===== config.mk =====
export PLATFORM = sky130hd
export DESIGN_NAME = trs_div
export DESIGN_NICKNAME = d
export VERILOG_FILES = /design/src/design/trs_div.sv
export SDC_FILE = /design/constraint.sdc
export NUM_CORES = 1
export LEC_CHECK = 0
export BUFFER_PORTS_ARGS = -buffer_cell sky130_fd_sc_hd__buf_2
export CORE_ASPECT_RATIO = 0.5
export CORE_MARGIN = 1
export CORE_UTILIZATION = 50
export DETAILED_ROUTE_END_ITERATION = 7
export GPL_TIMING_DRIVEN = 0
export PLACE_DENSITY = 0.77
export REMOVE_ABC_BUFFERS = 1
export SYNTH_ARGS = -nofsm -noshare
export SYNTH_HDL_FRONTEND = slang
export SYNTH_SLANG_ARGS = --single-unit

===== constraint.sdc =====
create_clock -name clock -period 5.3 [get_ports clock]
set_input_delay 1.59 -clock clock [delete_from_list [all_inputs] [get_ports clock]]
set_output_delay 1.59 -clock clock [all_outputs]
set_load 0.02 [all_outputs]

===== src/design/trs_div.sv =====
// bit-serial restoring divider, one quotient bit per cycle
module trs_div #(
   parameter int DIVIDEND_W = 42,
   parameter int DIVISOR_W  = 10
) (
   input  logic                  clock,
   input  logic                  reset,
   input  logic                  start,
   input  logic [DIVIDEND_W-1:0] dividend,
   input  logic [DIVISOR_W-1:0]  divisor,
   output logic                  done,
   output logic [DIVIDEND_W-1:0] quotient
);

   localparam int ITER_W = $clog2(DIVIDEND_W + 1);

   logic                  busy_ff,  busy_in;
   logic                  done_ff,  done_in;
   logic [ITER_W-1:0]     iter_ff,  iter_in;
   logic [DIVISOR_W-1:0]  rem_ff,   rem_in;
   logic [DIVISOR_W-1:0]  dvs_ff,   dvs_in;
   logic [DIVIDEND_W-1:0] quo_ff,   quo_in;
   logic [DIVISOR_W:0]    trial;
   logic                  fits;

   // one shift-compare-subtract step, or a load of the operands on start
   always_comb begin
      trial   = {rem_ff, quo_ff[DIVIDEND_W-1]};
      fits    = (trial >= {1'b0, dvs_ff});
      busy_in = busy_ff;
      done_in = 1'b0;
      iter_in = iter_ff;
      rem_in  = rem_ff;
      dvs_in  = dvs_ff;
      quo_in  = quo_ff;
      if (start) begin
         busy_in = 1'b1;
         iter_in = ITER_W'(DIVIDEND_W);
         rem_in  = '0;
         dvs_in  = divisor;
         quo_in  = dividend;
      end else if (busy_ff) begin
         rem_in  = fits ? DIVISOR_W'(trial - {1'b0, dvs_ff}) : DIVISOR_W'(trial);
         quo_in  = {quo_ff[DIVIDEND_W-2:0], fits};
         iter_in = iter_ff - ITER_W'(1);
         if (iter_ff == ITER_W'(1)) begin
            busy_in = 1'b0;
            done_in = 1'b1;
         end
      end
   end

   always_ff @(posedge clock) begin
      if (reset) begin
         busy_ff <= 1'b0;
         done_ff <= 1'b0;
         iter_ff <= '0;
      end else begin
         busy_ff <= busy_in;
         done_ff <= done_in;
         iter_ff <= iter_in;
      end
      rem_ff <= rem_in;
      dvs_ff <= dvs_in;
      quo_ff <= quo_in;
   end

   assign done     = done_ff;
   assign quotient = quo_ff;

endmodule


==> results.md <==
- Setup_tns: 0 ns
- Worst-margin pin slew: 0.884 ns
- Antenna diodes: 0
- Clk Latency, worst-skew pair: 0.32 ns
- Die Ht: 60.0 microns
- Sequential-to-total area share from yosys stat: 57.1%
- Hold_buf cts: 0
- Final Cell Area: 4190 sq um
- Vias in the first global route: 2334
- Root buf cell: clkbuf_16
- Leakage: 1.78 nW
- Initial antenna violation count: 0
- Syn Std Cell Area: 3370 sq um
- WHS: 0.499 ns
- Final Hold Vio Count: 0
- Hpwl dp: 4.43 mm
- Layout cells sized above 1: 42.8%
- Worst rel slew slack: 41.0%
- Worst Path Required: 5.25 ns
- I/O Buffers: 97
- GRT Total Usage: 19.9%
- Final nets: 425
- CTS tree: yes
- Clock tree sinks: 70
- I/O pin cnt: 98
- Post-synthesis cell count: 261
- Clock buffer depth: 2
- Die ar.: 7080 sq um
- Syn_area_per_cell: 12.9 sq um
- Synth warn: 0
- Drt total wl: 6.46 mm
- Number of remaining DRC errors: 0
- Ys flop type: edfxtp_1
- Max Clock Skew: 0.00476 ns
- Setup-failing EPs final: 0
- Via/cell ratio: 5.13
- CP Max Fanout: 70
- GRT overflow: 0
- Routability Congestion: 0.820
- CP Class: input pin to register
- Initial Util: 53.6%
- FF-to-FF setup slack: 2.62 ns
- FMAX: 0.312 GHz
- Post CTS Setup Buffer Count: 0
- Min Tclk post-route: 3.20 ns
- Fin worst setup slack: 2.10 ns
- Number of core rows: 20
- Post_cts resized: 0
- Hold Path Class: register to register
- Yosys cell types: 39
- Startpoint class of the critical path: input pin
- Syn-to-layout area delta: 24.6%
- Area of the core: 6280 sq um
- TritonRoute pass-1 iters: 4
- Final Non-Filler Cells: 450
- Worst Setup End Kind: register
- Maxcap violations: 0
- Worst-path clk slew: 0.05 ns
- Placed Cells: 434
- Yosys reg bits: 70
- Status: completed
- PD cells: 373 nW/um^2
- Pre-CTS setup slack: 1.22 ns
- DRT antenna net count: 0
- Slew Limit Fails: 0
- CTS Buf Count: 9
- Fin util: 66.8%
- H-tree Lvls: 3
- Peak VDD IR: 0.000205 V
- Period utilization: 60.4%
- Largest net degree at the start of global routing: 71
- Fraction of registers with async set/reset: 0%
- First-pass GRT wire length: 10.7 mm
- CP arrival: 3.15 ns
- Wirelength per Cell: 14.4 microns
- RSZ-0062 raised after global routing: false
- Post-synth EDFFs: 52
- Die X: 118 microns
- Final Total Pwr: 1.56 mW
- Detailed-route via count: 2309
- Placed inst area: 3890 sq um
- Drt first-iter violations: 112
-- path summary, 6_finish.rpt --
check	start	to	cells past startpoint
max	start	quotient[11]	3
min	rem_ff[5]	rem_ff[5]	2
max reg2reg	dvs_ff[6]	rem_ff[3]	8
min reg2reg	rem_ff[5]	rem_ff[5]	2
-- cell type report --
class	instances	area [sq um]
Sequential cell	70	1920
Clock buffer	14	264
Timing Repair Buffer	97	488
Tap cell	88	110
Clock inverter	2	33.8
Inverter	17	63.8
Fill cell	467	2090
Multi-Input combinational cell	162	1310
-- cells in the final DEF (no fill, tap or decap), drive strengths merged, types with 2 or more instances in the layout --
cell	count
buf	97
edfxtp	52
mux2	42
nor2	31
dfxtp	18
inv	17
clkbuf	14
ha	12
nor3	8
a211oi	8
mux2i	8
nand2	7
xnor2	7
a21oi	5
xor2	4
o21a	3
nor4	3
nand4	2
nand2b	2
o21ai	2
o22ai	2
a2111oi	2
-- sequential cells by signal, indices dropped and copies added (netlist names) --
signal / count
busy_ff: 1
iter_ff: 6
rem_ff: 10
done: 1
dvs_ff: 10
quotient: 42
-- cell families (layout without fill, tap and decap cells) --
kind of cell	Yosys count	in the layout	synth area share, %
AOI/OAI and AO/OA	30	30	6.95
xor gates and xnor gates	11	11	2.86
adders and majority gates	13	13	5.06
buffers and inverters	29	130	3.94
DFF	70	70	57.1
muxes	50	50	16.4
and+or+nand+nor	58	58	7.66
-- synthesized netlist by cell type (all sizes together), types with 3 or more instances --
cell type | instances | area [sq um]
inv | 17 | 63.8
o21a | 3 | 22.5
dfxtp | 18 | 360
ha | 12 | 150
nor4 | 3 | 18.8
a21oi | 5 | 25.0
buf | 4 | 38.8
mux2i | 8 | 80.1
a211oi | 8 | 60.1
clkbuf | 8 | 30.0
xor2 | 4 | 35.0
edfxtp | 52 | 1560
nand2 | 7 | 26.3
nor3 | 8 | 40.0
mux2 | 42 | 473
xnor2 | 7 | 61.3
nor2 | 31 | 116
-- where the power goes --
part / internal, mW / switching, mW / total, mW
Combinational: 0.127 / 0.163 / 0.290
Sequential: 0.654 / 0.0314 / 0.685
Clock: 0.388 / 0.200 / 0.589
Total: 1.17 / 0.394 / 1.56
-- worst max-delay path: stages --
cell and delay (ns):
buf_4 0.62, nor2_1 0.20, inv_2 0.70
-- per-layer routing --
| layer | share of wire [%] | vias up | global-route usage (%) |
|---|---|---|---|
| met1 | 43 | 1102 | 21.9 |
| met5 | 0 | - | 0 |
| met4 | 1.3 | 0 | 10.3 |
| met3 | 3.9 | 7 | 5.73 |
| li1 | - | 1157 | - |
| met2 | 52 | 43 | 36.5 |
Note: power is estimated with default switching activity, not from simulation.
